===== config.mk =====
export PLATFORM = sky130hd
export DESIGN_NAME = tpi_out
export DESIGN_NICKNAME = d
export VERILOG_FILES = /design/src/rtl/tpi_pkg.sv /design/src/rtl/tpi_out.sv
export SDC_FILE = /design/constraint.sdc
export NUM_CORES = 1
export LEC_CHECK = 0
export BUFFER_PORTS_ARGS = -buffer_cell sky130_fd_sc_hd__buf_4
export CORE_UTILIZATION = 40
export CTS_BUF_LIST = sky130_fd_sc_hd__clkbuf_4
export DETAILED_ROUTE_END_ITERATION = 12
export GPL_TIMING_DRIVEN = 0
export PLACE_DENSITY = 0.71
export SETUP_SLACK_MARGIN = 0.3
export SYNTH_ARGS = -nofsm -noshare
export SYNTH_HDL_FRONTEND = slang
export SYNTH_SLANG_ARGS = --single-unit

===== constraint.sdc =====
create_clock -name clk -period 1 [get_ports clk]
set_input_delay 0.1 -clock clk [delete_from_list [all_inputs] [get_ports clk]]
set_output_delay 0.1 -clock clk [all_outputs]
set_load 0.01 [all_outputs]

===== src/rtl/tpi_pkg.sv =====
// Shared types and constants for the three-phase interpolation evaluator.
// No dependencies; every other rtl file except tpi_mulrnd refers to this package by scoped names.
`timescale 1ns / 1ps
`default_nettype none

package tpi_pkg;

    // result field width and pipeline depth (six compute stages + output register)
    localparam int OUT_W  = 32;
    localparam int STAGES = 7;

    typedef logic signed [OUT_W-1:0] out_word_t;

    localparam out_word_t OUT_MAX = 32'sh7FFF_FFFF;
    localparam out_word_t OUT_MIN = 32'sh8000_0000;

    // range checks on the phases, carried down the pipe next to the data
    typedef struct packed {
        logic a_low;    // p0 below zero
        logic a_high;   // p0 above one
        logic b_out;    // p1 outside [0,1]
    } phase_flags_t;

endpackage

`default_nettype wire


===== src/rtl/tpi_out.sv =====
// Output stage: range gating, saturation to 32 bits, output register.
// Depends on tpi_pkg for the result type and the flag struct.
`timescale 1ns / 1ps
`default_nettype none

module tpi_out #(
    parameter int FRAC_BITS = 16
) (
    input  wire logic                         clk,
    input  wire logic                         rst_n,
    input  wire logic                         load,
    input  wire logic signed [FRAC_BITS+7:0]  g_raw,
    input  wire logic signed [FRAC_BITS+9:0]  d0_raw,
    input  wire logic signed [FRAC_BITS+10:0] d1_raw,
    input  wire tpi_pkg::phase_flags_t        flags,
    output tpi_pkg::out_word_t                interp_value,
    output tpi_pkg::out_word_t                deriv_first,
    output tpi_pkg::out_word_t                deriv_second
);

    localparam int XW = (FRAC_BITS + 11 > tpi_pkg::OUT_W + 1) ?
                        FRAC_BITS + 11 : tpi_pkg::OUT_W + 1;
    localparam tpi_pkg::out_word_t ONE_OUT = tpi_pkg::out_word_t'(1) << FRAC_BITS;

    function automatic tpi_pkg::out_word_t sat_word(input logic signed [XW-1:0] v);
        tpi_pkg::out_word_t r;
        if (v > XW'(tpi_pkg::OUT_MAX))
            r = tpi_pkg::OUT_MAX;
        else if (v < XW'(tpi_pkg::OUT_MIN))
            r = tpi_pkg::OUT_MIN;
        else
            r = v[tpi_pkg::OUT_W-1:0];
        return r;
    endfunction

    tpi_pkg::out_word_t g_next, d0_next, d1_next;
    tpi_pkg::out_word_t g_reg, d0_reg, d1_reg;

    always_comb
    begin
        g_next  = sat_word(XW'(g_raw));
        d0_next = sat_word(XW'(d0_raw));
        d1_next = flags.b_out ? '0 : sat_word(XW'(d1_raw));
        if (flags.a_low)
        begin
            g_next  = '0;
            d0_next = '0;
            d1_next = '0;
        end
        else if (flags.a_high)
        begin
            g_next  = ONE_OUT;
            d0_next = '0;
            d1_next = '0;
        end
    end

    always_ff @(posedge clk)
    begin
        if (load)
        begin
            g_reg  <= g_next;
            d0_reg <= d0_next;
            d1_reg <= d1_next;
        end
    end

    assign interp_value = g_reg;
    assign deriv_first  = d0_reg;
    assign deriv_second = d1_reg;

    a_low_zero: assert property (@(posedge clk) disable iff (!rst_n)
        load && flags.a_low |=> interp_value == '0 && deriv_first == '0
            && deriv_second == '0)
        else $error("negative p0 must give all-zero result");

    a_high_one: assert property (@(posedge clk) disable iff (!rst_n)
        load && !flags.a_low && flags.a_high |=> interp_value == ONE_OUT
            && deriv_first == '0 && deriv_second == '0)
        else $error("p0 above one must give g0 = 1 and zero derivatives");

    a_b_gate: assert property (@(posedge clk) disable iff (!rst_n)
        load && flags.b_out |=> deriv_second == '0)
        else $error("p1 outside [0,1] must zero the p1 derivative");

endmodule

`default_nettype wire


==> flow_summary.ini, run 1 <==
[synth]
synthMostInstantiatedCell = edfxtp_1
ys_seq_elements = 77
synthCells = 194
synth_edf_count = 77
synth_flop_cell = edfxtp_1
avgSynthCellArea_um2 = 18.5
synthTopCellsByCount = 77 x edfxtp_1, 30 x nor3b_2, 27 x nor4b_2, 24 x buf_4, 19 x nor3b_1
ys_types = 10
async_flop_share_pct = 0
netlist_top_cells_area = edfxtp_1 64%, nor4b_2 11%, nor3b_2 10%
ys_warn_count = 0
synth_area_mm2 = 0.00359
synth.top_cell.area_share_pct = 64.3
yosysSeqAreaShare_pct = 64.3
synth_nets = 277
synth_top_area_cell = edfxtp_1

[cts]
cts_made_buffers = 9
cts_max_level = 3
cts_root_buf = clkbuf_4
cts.clk_slew.worst_paths_ps = 140
cts_tree = done
clockBufferDepth = 2
cts_sinks = 77

[global_routing]
grt_pass1_wl_um = 13000
grt.overflow.total = 0
use_met1_pct = 20.9
grt_max_degree = 78
use_met3_pct = 5.13
globalRouteMet2Util_pct = 30.5
top_usage_layer = met2
track_usage_pct = 17.8
grt_pass1_vias = 2520
antenna_found_initial = 0

[die]
core_mm2 = 0.00872
start_util_pct = 41.2
die_x_um = 96.8
dieHeight_um = 96.8
rows = 34
ios = 179
die_area_mm2 = 0.00937

[critical_path]
critPathLaunchType = flip-flop
cp_max_fo = 4
worstPathRequired_ps = 900
critPathLaunch = interp_value[31]
critPathCapture = interp_value[24]
end_kind = output pin
crit_type = flip-flop to output pin
cp.arrival_ps = 1260

[power_and_ir_drop]
powerDensity_mw_per_mm2 = 1330
p_leak_nw = 2.38
p_total_mw = 7.93
peakVddDrop_mv = 0.804

[drt]
detail_route.vias_per_cell = 4.65
wl_per_cell_um = 15.8
antenna_left = 0
vias = 2423
first_pass_iters = 4
drtIter0Drc = 52
routed_wirelength_um = 8240
route.detailed.drc = 0

[layout]
final_nets = 491
syn2layout_area_growth_pct = 65.4
antenna_cells = 0
fin_area_mm2 = 0.00595
drive_gt1_share_pct = 70.5

[timing]
finalHoldWorstSlack_ps = -15.0
fin_crit_sh_pct = 136
fin_crit_ps = 1360
setup_viol = 96
rsz0062_at_grt = true
slew_violations = 0
hold_violations = 1
fin_ws_ps = -365
fmax_ghz = 0.733
worst_pin_slew_ps = 718
relSlewSlack_pct = 52.2

[place]
portBuffers = 174
dp_hpwl_um = 5490
gp_congestion = 0.685
placed_area_mm2 = 0.00509

[outcome]
status = finished with violations
failed_checks = negative hold slack, negative setup slack

[run]
drv_cap = 0

[worst_hold_path]
worstHoldPathType = input port to flip-flop
worstHoldStart = g_raw[16]
holdPathStages = 2
[worst min-delay path by stage]
stage | end | slack (ps)
after CTS | interp_value[16] | -40
final | interp_value[16] | -20
after global routing | interp_value[16] | -60
after detailed placement | interp_value[16] | 390
after floorplan | deriv_first[0] | 210
after global placement | interp_value[16] | 400
[metrics by stage]
step | hold WS [ps] | utilization [%] | std cells | setup WS (ps) | setup TNS (ps)
2_1_floorplan | 212 | - | 194 | 210 | 0
3_3_place_gp | 398 | 58.3 | 476 | -248 | -18730
3_5_place_dp | 391 | 58.3 | 476 | -286 | -21670
4_1_cts | -44.0 | 66.0 | 518 | -372 | -12880
5_1_grt | -59.8 | 68.2 | 521 | -434 | -16530
6_report | -15.0 | 68.2 | 521 | -365 | -10440
[flip-flops by register name (all words and copies together) (netlist names)]
| register | flops |
|---|---|
| deriv_second | 27 |
| deriv_first | 26 |
| interp_value | 24 |
[where the power goes]
group / switching, mW / internal (mW) / total (mW)
Clock: 1.11 / 1.29 / 2.41
Sequential: 0.109 / 3.79 / 3.90
Combinational: 0.597 / 1.02 / 1.62
[layer usage]
metal	wire [um]	vias up	share of wire [%]
met2	4500	97	55
met5	0	-	0
li1	-	1161	-
met4	176	0	2.1
met1	3070	1151	37
met3	489	14	5.9
[timing repair]
item | in CTS | in global routing
endpoints found under the setup margin | 173 | 102
hold buffers | 23 | 3
endpoints found under the hold margin | 24 | 4
resized for setup | 62 | 46
buffers inserted | 3 | 0
[layout by cell type (no fill, tap or decap)]
cell type,n
buf_12,1
buf_2,3
buf_4,96
buf_6,109
buf_8,8
bufinv_16,3
clkbuf_4,10
clkinv_2,1
clkinv_4,1
clkinvlp_4,1
dlygate4sd3_1,20
dlymetal6s4s_1,6
edfxtp_1,77
nor3b_1,19
nor3b_2,30
nor4b_2,27
o21ba_2,1
[critical path, cell delays in order (launching register included)]
cell	delay, ps
edfxtp_1	470
buf_6	170
buf_6	110
buf_6	110
[cell type report]
class	instances	area (um2)
repair buffers	203	1940
clock inverters	6	111
fillers	612	2780
flip-flops and latches	77	2310
plain buffers	40	437
well taps	108	135
multi-input cells	77	933
clock buffers	10	75.1
[cells by family after synthesis]
logic type,count (synthesis),synth area share (%)
AOI/OAI and AO/OA,1,0.278
DFF,77,64.3
and+or+nand+nor,76,25.7
buffers and inverters,40,9.71
Power figures use the tool's default switching activity.
==> run 2: changes to the inputs <==
--- a/config.mk
+++ b/config.mk
@@ -10,7 +10,7 @@
 export CTS_BUF_LIST = sky130_fd_sc_hd__clkbuf_4
 export DETAILED_ROUTE_END_ITERATION = 12
 export GPL_TIMING_DRIVEN = 0
-export PLACE_DENSITY = 0.71
+export PLACE_DENSITY = 0.72
 export SETUP_SLACK_MARGIN = 0.3
 export SYNTH_ARGS = -nofsm -noshare
 export SYNTH_HDL_FRONTEND = slang
==> run 2 against run 1 <==
Net effect: the flow still finishes with violations (negative hold slack, negative setup slack); final cell count rose by 0.19%; via count rose by 1.9%; design area fell by 0.19%; highest routed layer unchanged; sequential share of layout area rose by 0.074 points.
==> flow_summary.ini, run 2 (synthesized netlist as in run 1, its figures left out) <==
[outcome]
status = finished with violations
failed_checks = negative hold slack, negative setup slack

[layout]
utilization_pct = 68.0
fin_area_mm2 = 0.00593
largest_reg_flops = 27
drive_gt1_share_pct = 70.3
layout_common_cells = 111 x buf_6, 94 x buf_4, 77 x edfxtp_1
final_common_cell = buf_6
antenna_cells = 0
final_nets = 492
syn2layout_area_growth_pct = 65.1
fin_cells = 522

[drt]
wl_per_cell_um = 16.3
route.detailed.drc = 0
routed_wirelength_um = 8500
antenna_left = 0
drtIter0Drc = 79
vias = 2469
detail_route.vias_per_cell = 4.73
first_pass_iters = 4

[cts]
cts_root_buf = clkbuf_4
cts_made_buffers = 9
cts.clk_slew.worst_paths_ps = 120
cts_sinks = 77
clockBufferDepth = 2
cts_tree = done
cts_max_level = 3

[critical_path]
worstPathRequired_ps = 900
cpPeakStageDelay_ps = 540
cp_max_fo = 7
crit_chain = buf_4 > buf_6
cp.arrival_ps = 1240
timing.critical_path.buf_inv = 2
crit_family = flip-flops
critPathLaunchType = flip-flop
cpMaxStageDelayCell = edfxtp_1
crit_type = flip-flop to output pin
end_kind = output pin

[timing]
hold_violations = 1
setup_viol = 96
rsz0062_at_grt = true
relSlewSlack_pct = 51.2
slew_violations = 0
fmax_ghz = 0.744
fin_crit_ps = 1340
worst_pin_slew_ps = 732
fin_crit_sh_pct = 134
finalHoldWorstSlack_ps = -12.5
fin_ws_ps = -344

[power_and_ir_drop]
internal_power_mw = 5.86
p_leak_nw = 2.36
p_total_mw = 7.67
powerDensity_mw_per_mm2 = 1290
swShare_pct = 23.5
switching_power_mw = 1.81
peakVddDrop_mv = 0.699
power.share.clock_pct = 27.8
pwr-share-comb_pct = 21.3
seqPwrFrac_pct = 50.9

[die]
dieHeight_um = 96.8
start_util_pct = 41.2
core_mm2 = 0.00872
die_x_um = 96.8
ios = 179
die_area_mm2 = 0.00937
rows = 34

[place]
gp_congestion = 0.678
dp_cells = 476
placed_area_mm2 = 0.00509
portBuffers = 174
dp_hpwl_um = 5590

[global_routing]
grt_pass1_vias = 2509
antenna_found_initial = 0
grt_pass1_wl_um = 12900
track_usage_pct = 17.8
grt.overflow.total = 0
grt_max_degree = 78

[worst_hold_path]
worstHoldPathType = input port to flip-flop
worstHoldStart = g_raw[16]
holdPathStages = 2
min_to = interp_value[16]

[run]
drv_cap = 0
## run 2: worst max-delay path by stage
stage	from	to	depth (start not counted)	slack, ps
after floorplan	interp_value[31]	interp_value[24]	1	210
after global placement	load	deriv_first[0]	1	-270
after global routing	deriv_first[31]	deriv_first[29]	2	-420
final	deriv_first[31]	deriv_first[28]	2	-340
after CTS	deriv_second[29]	deriv_second[30]	2	-380
after detailed placement	load	deriv_first[0]	1	-280
## run 2: through the flow
| step | setup slack (ps) | setup TNS [ps] |
|---|---|---|
| after floorplan | 210 | 0 |
| after global placement | -271 | -20480 |
| final | -344 | -10200 |
| after detailed placement | -282 | -21280 |
| after global routing | -419 | -16480 |
| after CTS | -375 | -13930 |
## run 2: final cells by class
type	count	area, um2
fill	604	2790
sequential	77	2310
timing repair buffer	204	1960
multi-input combinational	77	933
buffer	40	429
tap	108	135
clock inverter	6	87.6
clock buffer	10	75.1
## run 2: power groups by stage
stage          Sequential (mW)  Combinational [mW]  Clock (mW)
5_1_grt                   3.93                1.72        2.32
3_5_place_dp              3.95                1.35           0
4_1_cts                   3.90                1.56        2.21
3_3_place_gp              3.93                1.33           0
6_report                  3.91                1.63        2.13
2_1_floorplan             4.06               0.468           0
## run 2: routing by layer
layer | up-vias | track usage [%] | share of wire [%]
met1 | 1180 | 20.3 | 39
li1 | 1162 | - | -
met4 | 0 | 8.38 | 1.7
met5 | - | 0 | 0
met2 | 115 | 30.7 | 53
met3 | 12 | 4.99 | 6.5
## run 2: repair_timing
action,CTS,global route
pin swaps,0,0
endpoints found under the setup margin,173,100
buffers inserted,3,0
hold endpoints to repair,26,3
hold buffers,25,2
cloned,0,0
resized for setup,69,39
