[config.mk]
export PLATFORM = sky130hd
export DESIGN_NAME = tpi_ctrl
export DESIGN_NICKNAME = d
export VERILOG_FILES = /design/src/rtl/tpi_pkg.sv /design/src/rtl/tpi_ctrl.sv
export SDC_FILE = /design/constraint.sdc
export NUM_CORES = 1
export LEC_CHECK = 0
export BUFFER_PORTS_ARGS = -buffer_cell sky130_fd_sc_hd__buf_4
export CORE_AREA = 2 2 39 41
export CTS_CLUSTER_SIZE = 30
export DETAILED_ROUTE_END_ITERATION = 16
export DIE_AREA = 0 0 41 43
export GPL_ROUTABILITY_DRIVEN = 0
export SYNTH_ARGS = -nofsm -noshare
export SYNTH_HDL_FRONTEND = slang
export SYNTH_SLANG_ARGS = --single-unit
[constraint.sdc]
create_clock -name clk -period 1 [get_ports clk]
set_input_delay 0.1 -clock clk [delete_from_list [all_inputs] [get_ports clk]]
set_output_delay 0.1 -clock clk [all_outputs]
set_load 0.01 [all_outputs]
[src/rtl/tpi_pkg.sv]
// Shared types and constants for the three-phase interpolation evaluator.
// No dependencies; every other rtl file except tpi_mulrnd refers to this package by scoped names.
`timescale 1ns / 1ps
`default_nettype none

package tpi_pkg;

    // result field width and pipeline depth (six compute stages + output register)
    localparam int OUT_W  = 32;
    localparam int STAGES = 7;

    typedef logic signed [OUT_W-1:0] out_word_t;

    localparam out_word_t OUT_MAX = 32'sh7FFF_FFFF;
    localparam out_word_t OUT_MIN = 32'sh8000_0000;

    // range checks on the phases, carried down the pipe next to the data
    typedef struct packed {
        logic a_low;    // p0 below zero
        logic a_high;   // p0 above one
        logic b_out;    // p1 outside [0,1]
    } phase_flags_t;

endpackage

`default_nettype wire

[src/rtl/tpi_ctrl.sv]
// Valid tracking and per-stage load enables for the evaluator pipeline.
// Depends on tpi_pkg for the stage count.
`timescale 1ns / 1ps
`default_nettype none

module tpi_ctrl (
    input  wire logic                         clk,
    input  wire logic                         rst_n,
    input  wire logic                         in_valid,
    output logic                              in_ready,
    output logic                              out_valid,
    input  wire logic                         out_ready,
    output logic [tpi_pkg::STAGES-1:0]        load
);

    localparam int N = tpi_pkg::STAGES;

    logic [N-1:0] valid_reg;
    logic [N-1:0] valid_next;

    // a stage loads when it is empty or its content moves on; bubbles fill under stall
    always_comb
    begin
        load[N-1] = !valid_reg[N-1] || out_ready;
        for (int i = N - 2; i >= 0; i--)
        begin
            load[i] = !valid_reg[i] || load[i+1];
        end
    end

    always_comb
    begin
        valid_next[0] = load[0] ? in_valid : valid_reg[0];
        for (int i = 1; i < N; i++)
        begin
            valid_next[i] = load[i] ? valid_reg[i-1] : valid_reg[i];
        end
    end

    always_ff @(posedge clk or negedge rst_n)
    begin
        if (!rst_n)
        begin
            valid_reg <= '0;
        end
        else
        begin
            valid_reg <= valid_next;
        end
    end

    assign in_ready  = load[0];
    assign out_valid = valid_reg[N-1];

    // any empty stage lets a new word in
    a_bubble_ready: assert property (@(posedge clk) disable iff (!rst_n)
        !(&valid_reg) |-> in_ready)
        else $error("pipeline has a bubble but input is stalled");

    // words in flight change only by accepted input and delivered output
    a_conserve: assert property (@(posedge clk) disable iff (!rst_n)
        rst_n |=> $countones(valid_reg) == $countones($past(valid_reg))
            + ($past(in_valid && in_ready) ? 1 : 0)
            - ($past(out_valid && out_ready) ? 1 : 0))
        else $error("word lost or duplicated in pipeline");

    a_full_hold: assert property (@(posedge clk) disable iff (!rst_n)
        out_valid && !out_ready && (&valid_reg) |=> (&valid_reg))
        else $error("stalled full pipeline dropped a word");

endmodule

`default_nettype wire

==> qor_table.md, run 1 <==
| Parameter | This run | Unit |
|---|---|---|
| Result of the run | complete, but fails checks | - |
| Violated checks | setup timing | - |
| Diode insertion count for antenna repair | 0 | - |
| Die height | 43 | um |
| Horizontal extent of the die | 41 | um |
| Critical Setup Path Class | reg -> out | - |
| Register bit count reported by yosys | 7 | - |
| Total Die Area | 0.00176 | mm^2 |
| Post-route setup TNS | -3.51 | ns |
| CP endpoint kind | primary output | - |
| Cell Rows | 14 | - |
| Share of the synthesized area in the top cell type | 0.576 | - |
| Number of antenna violations at the first check in global routing | 0 | - |
| List of cells traversed by the critical path | buf_4 > buf_6 > buf_6 > nand3b_1 > buf_4 | - |
| Total setup violations reported at the end of the flow | 15 | - |
| Hold depth | 2 | - |
| Clock skew after layout | 0.000642 | ns |
| Most area-consuming cells after synthesis | dfrtp_1 58%, nand2b_1 6.2%, a21o_1 4.9% | - |
| Max FFs per register | 7 | - |
| Data arrival time of the critical path | 1.19 | ns |
| Max_slew headroom | 0.877 | - |
| Share of post-route cells with drive strength above 1 | 0.593 | - |
| Count of boundary I/O pins | 13 | - |
| RSZ-0062 raised after global routing | true | - |
| Via count of the first global-routing pass | 223 | - |
| Setup slack after layout | -0.292 | ns |
| Kind of start point of the critical path | flop | - |
| Deepest level of the CTS H-tree | 1 | - |
| Cell accounting for the most synthesized area | dfrtp_1 | - |
| Total clock sinks | 7 | - |
| Clk slew on worst S/H paths | 0.05 | ns |
| Buffer and inverter count on the worst path | 4 | - |
| YS warnings | 0 | - |
| Global-route wire length before repair | 814 | um |
| Clock buffer depth | 2 | - |
| R2R depth | 5 | - |
| Mean area per synthesized cell | 11.7 | um^2 |
| Drt wl/cell | 9.40 | um |
| Power per Cell Area | 1740 | mW/mm^2 |
| Number of iterations in the first detailed-routing pass | 1 | - |
| Synthesized netlist cell count | 26 | - |
| Number of pins exceeding their max-slew limit in the final report | 0 | - |
| Vias per cell | 3.80 | - |
| Sum of overflow across all layers after global routing | 0 | - |
| Port Buffer Count | 12 | - |
| Final period demand of the worst path | 1.29 | ns |
| Starting density of the core | 0.220 | - |
| Pleak | 0.000278 | uW |
| Via count | 266 | - |
| Crit path max-delay family | buffers and inverters | - |
| Final wirelength | 658 | um |
| Final Total Pwr | 997 | uW |
| Root buf cell | clkbuf_4 | - |
| Core Box Area | 0.00138 | mm^2 |
| Required time of the worst setup path | 0.90 | ns |
| Hold crit path type | in -> reg | - |
| Routed Antenna Nets | 0 | - |
| Post-layout net count | 59 | - |
| CP max-delay cell | dfrtp_1 | - |
| Endpoint of the worst hold path | valid_reg[0] | - |
| Critical register-to-register path endpoint | valid_reg[3] | - |
| Critical-path maximum fanout | 3 | - |
| Worst path max stage delay | 0.37 | ns |
| Pin count of the biggest net entering global routing | 8 | - |
| Total standard cell area after synthesis | 304 | um^2 |
| Clk Latency, worst-skew pair | 0.24 | ns |
| Number of unique standard cell types used by synthesis | 16 | - |
| Remaining design rule violation count | 0 | - |
| Worst hold path startpoint | in_valid | - |
| Portion of the post-synthesis area used by sequential elements | 0.576 | - |
| IR drop worst, VDD | 0.588 | mV |
| Initial detailed-routing violation count | 0 | - |
| Clock buffer count from CTS | 3 | - |
| Post-route fraction of the period consumed by the critical path | 1.29 | - |
| Final Cell Area | 574 | um^2 |
| Syn Nets | 30 | - |
| Final non-filler cell total | 70 | - |
| Reg-to-Reg Start | valid_reg[5] | - |
| Max-cap violations | 0 | - |
| Signed area change from the synthesized netlist to the final layout | 88.9 | % |
| Number of placed instances, taps included | 55 | - |
| TritonCTS clock tree | done | - |
| Overall fraction of global-route tracks in use | 0.0772 | - |
| Setup slack of the worst register-to-register path | -0.28 | ns |
| Achievable Freq | 774 | MHz |
| Final count of hold timing violations | 0 | - |
| Placed Area | 420 | um^2 |
| Worst-Margin Slew | 0.184 | ns |
==> layout make-up <==
class | instances | area, um^2
clock buffers | 4 | 26.3
fillers | 138 | 810
inverters | 1 | 3.75
multi-input cells | 15 | 110
flip-flops and latches | 7 | 175
well taps | 16 | 20.0
repair buffers | 27 | 239
==> per-stage QoR <==
| step | setup slack, ns | hold slack [ns] | utilization |
|---|---|---|---|
| 2_1_floorplan | -0.192 | -0.196 | - |
| 3_3_place_gp | -0.107 | -0.0830 | 0.304 |
| 3_5_place_dp | -0.150 | -0.0821 | 0.304 |
| 4_1_cts | -0.309 | 0.0347 | 0.399 |
| 5_1_grt | -0.343 | 0.0427 | 0.415 |
| 6_report | -0.292 | 0.0415 | 0.415 |
==> how the worst max path moves through the flow <==
stage                      start  endpoint  slack (ns)  cells after the start
global route        valid_reg[6]   load[5]       -0.34                      5
floorplan           valid_reg[6]   load[0]       -0.19                      4
finish              valid_reg[6]   load[5]       -0.29                      5
detailed placement  valid_reg[5]  in_ready       -0.15                      3
CTS                 valid_reg[6]  in_ready       -0.31                      3
global placement    valid_reg[5]  in_ready       -0.11                      3
==> logic make-up (layout without fill, tap and decap cells) <==
kind of cell | count (synthesis) | in the layout | share of synthesized area
AND/OR/NAND/NOR | 11 | 11 | 0.222
buffers and inverters | 4 | 32 | 0.0905
AO/OA/AOI/OAI | 4 | 4 | 0.111
flip-flops | 7 | 7 | 0.576
==> synthesized netlist by cell type (all sizes together) <==
master / count
dfrtp: 7
a41o: 1
nand3b: 1
a31o: 1
and4b: 1
inv: 1
a21o: 2
or2: 1
buf: 3
nand3: 1
nand2: 2
nand4: 1
nand2b: 3
and2: 1
==> worst register-to-register path: stages, from the launching register on <==
cell,delay [ns]
dfrtp_1,0.36
and4b_2,0.29
buf_4,0.15
buf_6,0.10
buf_4,0.11
a21o_1,0.16
==> repair_timing <==
action                                  4_1_cts  5_1_grt
pin swaps                                     4        2
hold buffers                                  1        0
endpoints found under the setup margin       12       15
gates resized for setup                      10        2
gates cloned                                  0        0
hold endpoints to repair                      7        0
setup buffers                                 8        2
==> per-layer routing <==
layer | GRT usage | wire, um | up-vias
li1 | - | - | 143
met1 | 0.100 | 321 | 113
met2 | 0.0875 | 288 | 10
met3 | 0.0314 | 48 | 0
met4 | 0.0800 | 0 | 0
met5 | 0 | 0 | -
==> cell usage in the layout (no fill, tap or decap), types with 2 or more instances in the layout <==
cell,synthesis,routed
buf_4,1,17
buf_6,1,9
dfrtp_1,7,7
clkbuf_4,0,3
nand2_1,2,2
a21o_1,2,2
nand2b_1,3,2
==> report_power, final <==
group          leakage, uW  internal [uW]  switching (uW)
Sequential       0.0000738            326            22.9
Combinational     0.000189            252             148
Clock            0.0000150            152            96.9
Total             0.000278            730             267
No activity file was read; power rests on OpenSTA's default activity.
==> run 2: changes to the inputs <==
Settings changed: CTS_CLUSTER_SIZE 30 to 8, SETUP_SLACK_MARGIN from default to 0.02.
Clock period 1 ns to 1.05 ns, I/O delays scaled along.
==> run 2 against run 1 <==
Against the previous run: the run still ends with setup timing left; setup slack gained 0.087 ns; critical path type unchanged; wire length shrank 5.3%; clock skew grew 0.00061 ns; non-clock buffer count shrank 8; sequential power shrank 5%; register-to-register slack gained 0.23 ns; via count shrank 0.75%; global-route usage grew 1.6 points; power shrank 14%; final area shrank 12%; combinational power shrank 28%.
==> qor_table.md, run 2 (synthesis results as in run 1) <==
| Parameter | This run | Unit | Change |
|---|---|---|---|
| Clock buffer count from CTS | 3 | - | unchanged |
| Critical Setup Path Class | reg -> out | - | unchanged |
| Pleak | 0.000235 | uW | was 0.000278 uW |
| Share of post-route cells with drive strength above 1 | 0.511 | - | was 0.593 |
| Result of the run | complete, but fails checks | - | unchanged |
| Clk slew on worst S/H paths | 0.05 | ns | about the same |
| Post-route fraction of the period consumed by the critical path | 1.20 | - |  |
| Max-cap violations | 0 | - | unchanged |
| IR drop worst, VDD | 0.414 | mV | was 0.588 mV |
| Capture point of the worst path | load[0] | - | was load[5] |
| Power per Cell Area | 1700 | mW/mm^2 | was 1740 mW/mm^2 |
| Remaining design rule violation count | 0 | - | unchanged |
| Total clock sinks | 7 | - | unchanged |
| Setup slack after layout | -0.206 | ns | was -0.292 ns |
| Achievable Freq | 796 | MHz |  |
| Violated checks | setup timing | - | unchanged |
| Max FFs per register | 7 | - | unchanged |
| Clk Latency, worst-skew pair | 0.25 | ns | was 0.24 ns |
| Starting density of the core | 0.220 | - | unchanged |
| Data arrival time of the critical path | 1.15 | ns | was 1.19 ns |
| Total setup violations reported at the end of the flow | 12 | - | was 15 |
| Root buf cell | clkbuf_4 | - | unchanged |
| Routed Antenna Nets | 0 | - | unchanged |
| Setup slack of the worst register-to-register path | -0.05 | ns | was -0.28 ns |
| Total Die Area | 0.00176 | mm^2 | unchanged |
| Reg-to-Reg Start | valid_reg[6] | - | was valid_reg[5] |
| Clock buffer depth | 2 | - | unchanged |
| R2R depth | 3 | - | was 5 |
| Overall fraction of global-route tracks in use | 0.0933 | - | was 0.0772 |
| Die height | 43 | um | unchanged |
| Drt wl/cell | 9.89 | um | was 9.40 um |
| Final wirelength | 623 | um | was 658 um |
| Via count of the first global-routing pass | 257 | - | was 223 |
| Diode insertion count for antenna repair | 0 | - | unchanged |
| Hold crit path type | in -> reg | - | unchanged |
| Number of antenna violations at the first check in global routing | 0 | - | unchanged |
| TritonCTS clock tree | done | - | unchanged |
| Post-layout net count | 52 | - | was 59 |
| Worst-Margin Slew | 0.187 | ns | was 0.184 ns |
| Via count | 264 | - | was 266 |
| Final period demand of the worst path | 1.26 | ns |  |
| Signed area change from the synthesized netlist to the final layout | 65.4 | % | was 88.9% |
| Sum of overflow across all layers after global routing | 0 | - | unchanged |
| Final Total Pwr | 855 | uW | was 997 uW |
| CP endpoint kind | primary output | - | unchanged |
| Port Buffer Count | 12 | - | unchanged |
| Critical register-to-register path endpoint | valid_reg[4] | - | was valid_reg[3] |
| Initial detailed-routing violation count | 0 | - | unchanged |
| Kind of start point of the critical path | flop | - | unchanged |
| Number of pins exceeding their max-slew limit in the final report | 0 | - | unchanged |
| Pin count of the biggest net entering global routing | 8 | - | unchanged |
| Clock skew after layout | 0.00125 | ns | was 0.000642 ns |
| RSZ-0062 raised after global routing | true | - | unchanged |
| Horizontal extent of the die | 41 | um | unchanged |
| Final count of hold timing violations | 0 | - | unchanged |
| Max_slew headroom | 0.875 | - | was 0.877 |
| Critical-path maximum fanout | 5 | - | was 3 |
| Vias per cell | 4.19 | - | was 3.80 |
| Required time of the worst setup path | 0.94 | ns | was 0.90 ns |
| Number of iterations in the first detailed-routing pass | 1 | - | unchanged |
| Core Box Area | 0.00138 | mm^2 | unchanged |
| Setup WS pre-CTS | -0.0919 | ns | was -0.150 ns |
| Origin of the worst setup path | valid_reg[6] | - | unchanged |
| Global-route wire length before repair | 1020 | um | was 814 um |
| Most common cell after layout, fill and taps aside | buf_4 | - | unchanged |
| Most used cells in the layout excluding fill and tap cells | 15 x buf_4, 7 x dfrtp_1, 3 x clkbuf_4, 3 x buf_6 | - | was 17 x buf_4, 9 x buf_6, 7 x dfrtp_1 |
| Deepest level of the CTS H-tree | 1 | - | unchanged |
| Cell Rows | 14 | - | unchanged |
| Count of boundary I/O pins | 13 | - | unchanged |
run 2: critical path: stages, from the launching register on:
cell and delay [ns]:
dfrtp_1 0.34, and4b_2 0.29, nand4_1 0.12, buf_4 0.16
run 2: per-stage QoR:
stage / hold WS (ns) / util / instances / cell area (um^2) / TNS, ns
floorplan: -0.191 / - / 26 / 304 / -0.170
global placement: -0.0815 / 0.298 / 54 / 413 / -0.158
detailed placement: -0.0793 / 0.298 / 54 / 413 / -0.253
CTS: 0.0426 / 0.361 / 63 / 499 / -1.49
global route: 0.0431 / 0.363 / 63 / 503 / -2.14
finish: 0.0495 / 0.363 / 63 / 503 / -1.38
run 2: what timing repair did:
item                                    CTS  global route
endpoints found under the setup margin   11            14
pin swaps                                 7             2
hold buffers                              1             0
setup buffers                             3             0
resized for setup                         5             1
endpoints found under the hold margin     7             0
cloned                                    1             0
run 2: how the worst min path moves through the flow:
stage	end	slack, ns	startpoint	cells past startpoint
6_report	valid_reg[0]	0.05	in_valid	2
5_1_grt	valid_reg[0]	0.04	in_valid	2
4_1_cts	valid_reg[0]	0.04	in_valid	2
3_5_place_dp	valid_reg[1]	-0.08	rst_n	1
3_3_place_gp	valid_reg[1]	-0.08	rst_n	1
2_1_floorplan	valid_reg[0]	-0.19	rst_n	0
run 2: final cells by class:
type / count / area, um^2
flip-flops and latches: 7 / 175
inverters: 1 / 3.75
fillers: 149 / 881
well taps: 16 / 20.0
repair buffers: 19 / 156
clock buffers: 4 / 26.3
multi-input cells: 16 / 121
run 2: layer usage:
layer	up-vias	share of wire	GRT usage
met1	120	0.44	0.110
met3	0	0.096	0.0314
li1	134	-	-
met4	0	0	0.100
met2	10	0.46	0.119
met5	-	0	0
run 2: where the power goes:
part / switching (uW) / total (uW) / internal (uW)
Combinational: 122 / 286 / 164
Clock: 92.0 / 236 / 145
Sequential: 22.3 / 333 / 311
Total: 236 / 855 / 619
==> run 3: changes to the inputs <==
Settings changed: SKIP_CTS_REPAIR_TIMING from default to 1.
==> run 3 against run 2 <==
Against the previous run: via count is 6.8% lower; the flow still finishes with violations (setup timing); sequential share of layout area is 0.80 points higher; largest power group unchanged; final cell count is 1.6% lower; final area is 2.2% lower; clock-buffer cell count stayed put; global-route usage is 1.5 points lower; sequential power hardly changed; register-to-register slack worse by 0.04 ns; non-clock buffer count stayed put.
==> qor_table.md, run 3 (synthesis results as in run 1) <==
| Parameter | This run | Unit | Change |
|---|---|---|---|
| Share of post-route cells with drive strength above 1 | 0.500 | - | was 0.511 |
| TritonCTS clock tree | done | - | unchanged |
| Max FFs per register | 7 | - | unchanged |
| Drt wl/cell | 9.52 | um | was 9.89 um |
| Achievable Freq | 781 | MHz | was 796 MHz |
| Data arrival time of the critical path | 1.17 | ns | was 1.15 ns |
| Diode insertion count for antenna repair | 0 | - | unchanged |
| Routed Antenna Nets | 0 | - | unchanged |
| Initial detailed-routing violation count | 0 | - | unchanged |
| CP max-delay cell | dfrtp_1 | - | unchanged |
| Number of pins exceeding their max-slew limit in the final report | 0 | - | unchanged |
| Clock buffer depth | 2 | - | unchanged |
| IR drop worst, VDD | 0.457 | mV | was 0.414 mV |
| Post-route fraction of the period consumed by the critical path | 1.22 | - | was 1.20 |
| Remaining design rule violation count | 0 | - | unchanged |
| Die height | 43 | um | unchanged |
| Most used cells in the layout excluding fill and tap cells | 15 x buf_4, 7 x dfrtp_1, 3 x clkbuf_4, 3 x buf_6 | - | unchanged |
| Clk slew on worst S/H paths | 0.05 | ns | about the same |
| Worst path max stage delay | 0.33 | ns | was 0.34 ns |
| Vias per cell | 3.97 | - | was 4.19 |
| Final non-filler cell total | 62 | - | was 63 |
| RSZ-0062 raised after global routing | true | - | unchanged |
| Violated checks | setup timing | - | unchanged |
| Result of the run | complete, but fails checks | - | unchanged |
| Kind of start point of the critical path | flop | - | unchanged |
| Via count | 246 | - | was 264 |
| List of cells traversed by the critical path | and4b_2 > nand4_1 > buf_4 | - | unchanged |
| Max-cap violations | 0 | - | unchanged |
| Clk Latency, worst-skew pair | 0.24 | ns | was 0.25 ns |
| Global-route wire length before repair | 814 | um | was 1020 um |
| Final Cell Area | 492 | um^2 | was 503 um^2 |
| Setup slack after layout | -0.230 | ns | was -0.206 ns |
| Max_slew headroom | 0.876 | - | was 0.875 |
| Port Buffer Count | 12 | - | unchanged |
| Core Box Area | 0.00138 | mm^2 | unchanged |
| Sequential Power Share | 0.395 | - | was 0.389 |
| Final wirelength | 590 | um | was 623 um |
| Cell Rows | 14 | - | unchanged |
| Worst-Margin Slew | 0.186 | ns | was 0.187 ns |
| Setup WS pre-CTS | -0.0919 | ns | unchanged |
| Capture point of the worst path | load[0] | - | unchanged |
| CP endpoint kind | primary output | - | unchanged |
| Final count of hold timing violations | 0 | - | unchanged |
| Via count of the first global-routing pass | 202 | - | was 257 |
| Clock buffer count from CTS | 3 | - | unchanged |
| Number of antenna violations at the first check in global routing | 0 | - | unchanged |
| Post-layout net count | 51 | - | was 52 |
| Signed area change from the synthesized netlist to the final layout | 61.7 | % | was 65.4% |
| R2R depth | 3 | - | unchanged |
| Critical register-to-register path endpoint | valid_reg[0] | - | was valid_reg[4] |
| Required time of the worst setup path | 0.94 | ns | about the same |
| Portion of total power attributed to combinational logic | 0.327 | - | was 0.334 |
| Total setup violations reported at the end of the flow | 14 | - | was 12 |
| Critical Setup Path Class | reg -> out | - | unchanged |
| Final period demand of the worst path | 1.28 | ns | was 1.26 ns |
| Overall fraction of global-route tracks in use | 0.0781 | - | was 0.0933 |
| Power per Cell Area | 1710 | mW/mm^2 | was 1700 mW/mm^2 |
| Total clock sinks | 7 | - | unchanged |
| Pin count of the biggest net entering global routing | 11 | - | was 8 |
| Hold crit path type | in -> reg | - | unchanged |
| Starting density of the core | 0.220 | - | unchanged |
| Setup slack of the worst register-to-register path | -0.09 | ns | was -0.05 ns |
| Switching power share of the total | 0.271 | - | was 0.276 |
| Power share of the clock group | 0.278 | - | was 0.277 |
| Deepest level of the CTS H-tree | 1 | - | unchanged |
| Final-layout worst hold slack | 0.0513 | ns | was 0.0495 ns |
| Placed Area | 413 | um^2 | unchanged |
| Sum of overflow across all layers after global routing | 0 | - | unchanged |
| Total Die Area | 0.00176 | mm^2 | unchanged |
| Most common cell after layout, fill and taps aside | buf_4 | - | unchanged |
| Horizontal extent of the die | 41 | um | unchanged |
| NetSw | 228 | uW | was 236 uW |
| Pleak | 0.000232 | uW | was 0.000235 uW |
| Number of placed instances, taps included | 54 | - | unchanged |
| Number of iterations in the first detailed-routing pass | 1 | - | unchanged |
| Internal Dissipation | 613 | uW | was 619 uW |
| Reg-to-Reg Start | valid_reg[6] | - | unchanged |
| Root buf cell | clkbuf_4 | - | unchanged |
| Origin of the worst setup path | valid_reg[6] | - | unchanged |
| Count of boundary I/O pins | 13 | - | unchanged |
| Clock skew after layout | 0.000903 | ns | was 0.00125 ns |
| Critical-path maximum fanout | 7 | - | was 5 |
==> run 3: per-stage QoR <==
stage                     setup TNS [ns]  power [uW]  utilization
after floorplan                   -0.170         472            -
after global placement            -0.158         566        0.298
after detailed placement          -0.253         568        0.298
after CTS                          -2.06         817        0.317
after global routing               -2.51         911        0.355
final                              -1.63         841        0.355
==> run 3: worst min-delay path by stage <==
stage	startpoint	endpoint	slack, ns	cells after the start
after floorplan	rst_n	valid_reg[0]	-0.19	0
after global placement	rst_n	valid_reg[1]	-0.08	1
after detailed placement	rst_n	valid_reg[1]	-0.08	1
after CTS	rst_n	valid_reg[1]	-0.35	1
after global routing	in_valid	valid_reg[0]	0.04	2
final	in_valid	valid_reg[0]	0.05	2
==> run 3: metal layers <==
metal  routed length (um)  up-vias  global-route usage
li1                     -      128                   -
met1                  268      108              0.0930
met2                  260       10              0.0875
met3                   60        0              0.0314
met4                    0        0               0.100
met5                    0        -                   0
==> run 3: critical path, delay by kind of cell (launching register included) <==
kind	cells	cell delay, ns
and+or+nand+nor	2	0.43
DFF	1	0.33
buffers and inverters	1	0.16
==> run 3: final cells by class <==
cell class	count	area, um^2
fill	153	892
tap	16	20.0
timing repair buffer	19	156
sequential	7	175
inverter	1	3.75
clock buffer	4	26.3
multi-input combinational	15	110
==> run 3: power by group through the flow <==
stage | sequential [uW] | combinational (uW) | clock, uW
after CTS | 332 | 233 | 253
after floorplan | 338 | 134 | 0
after global routing | 337 | 305 | 269
after detailed placement | 336 | 231 | 0
after global placement | 335 | 231 | 0
final | 332 | 275 | 234
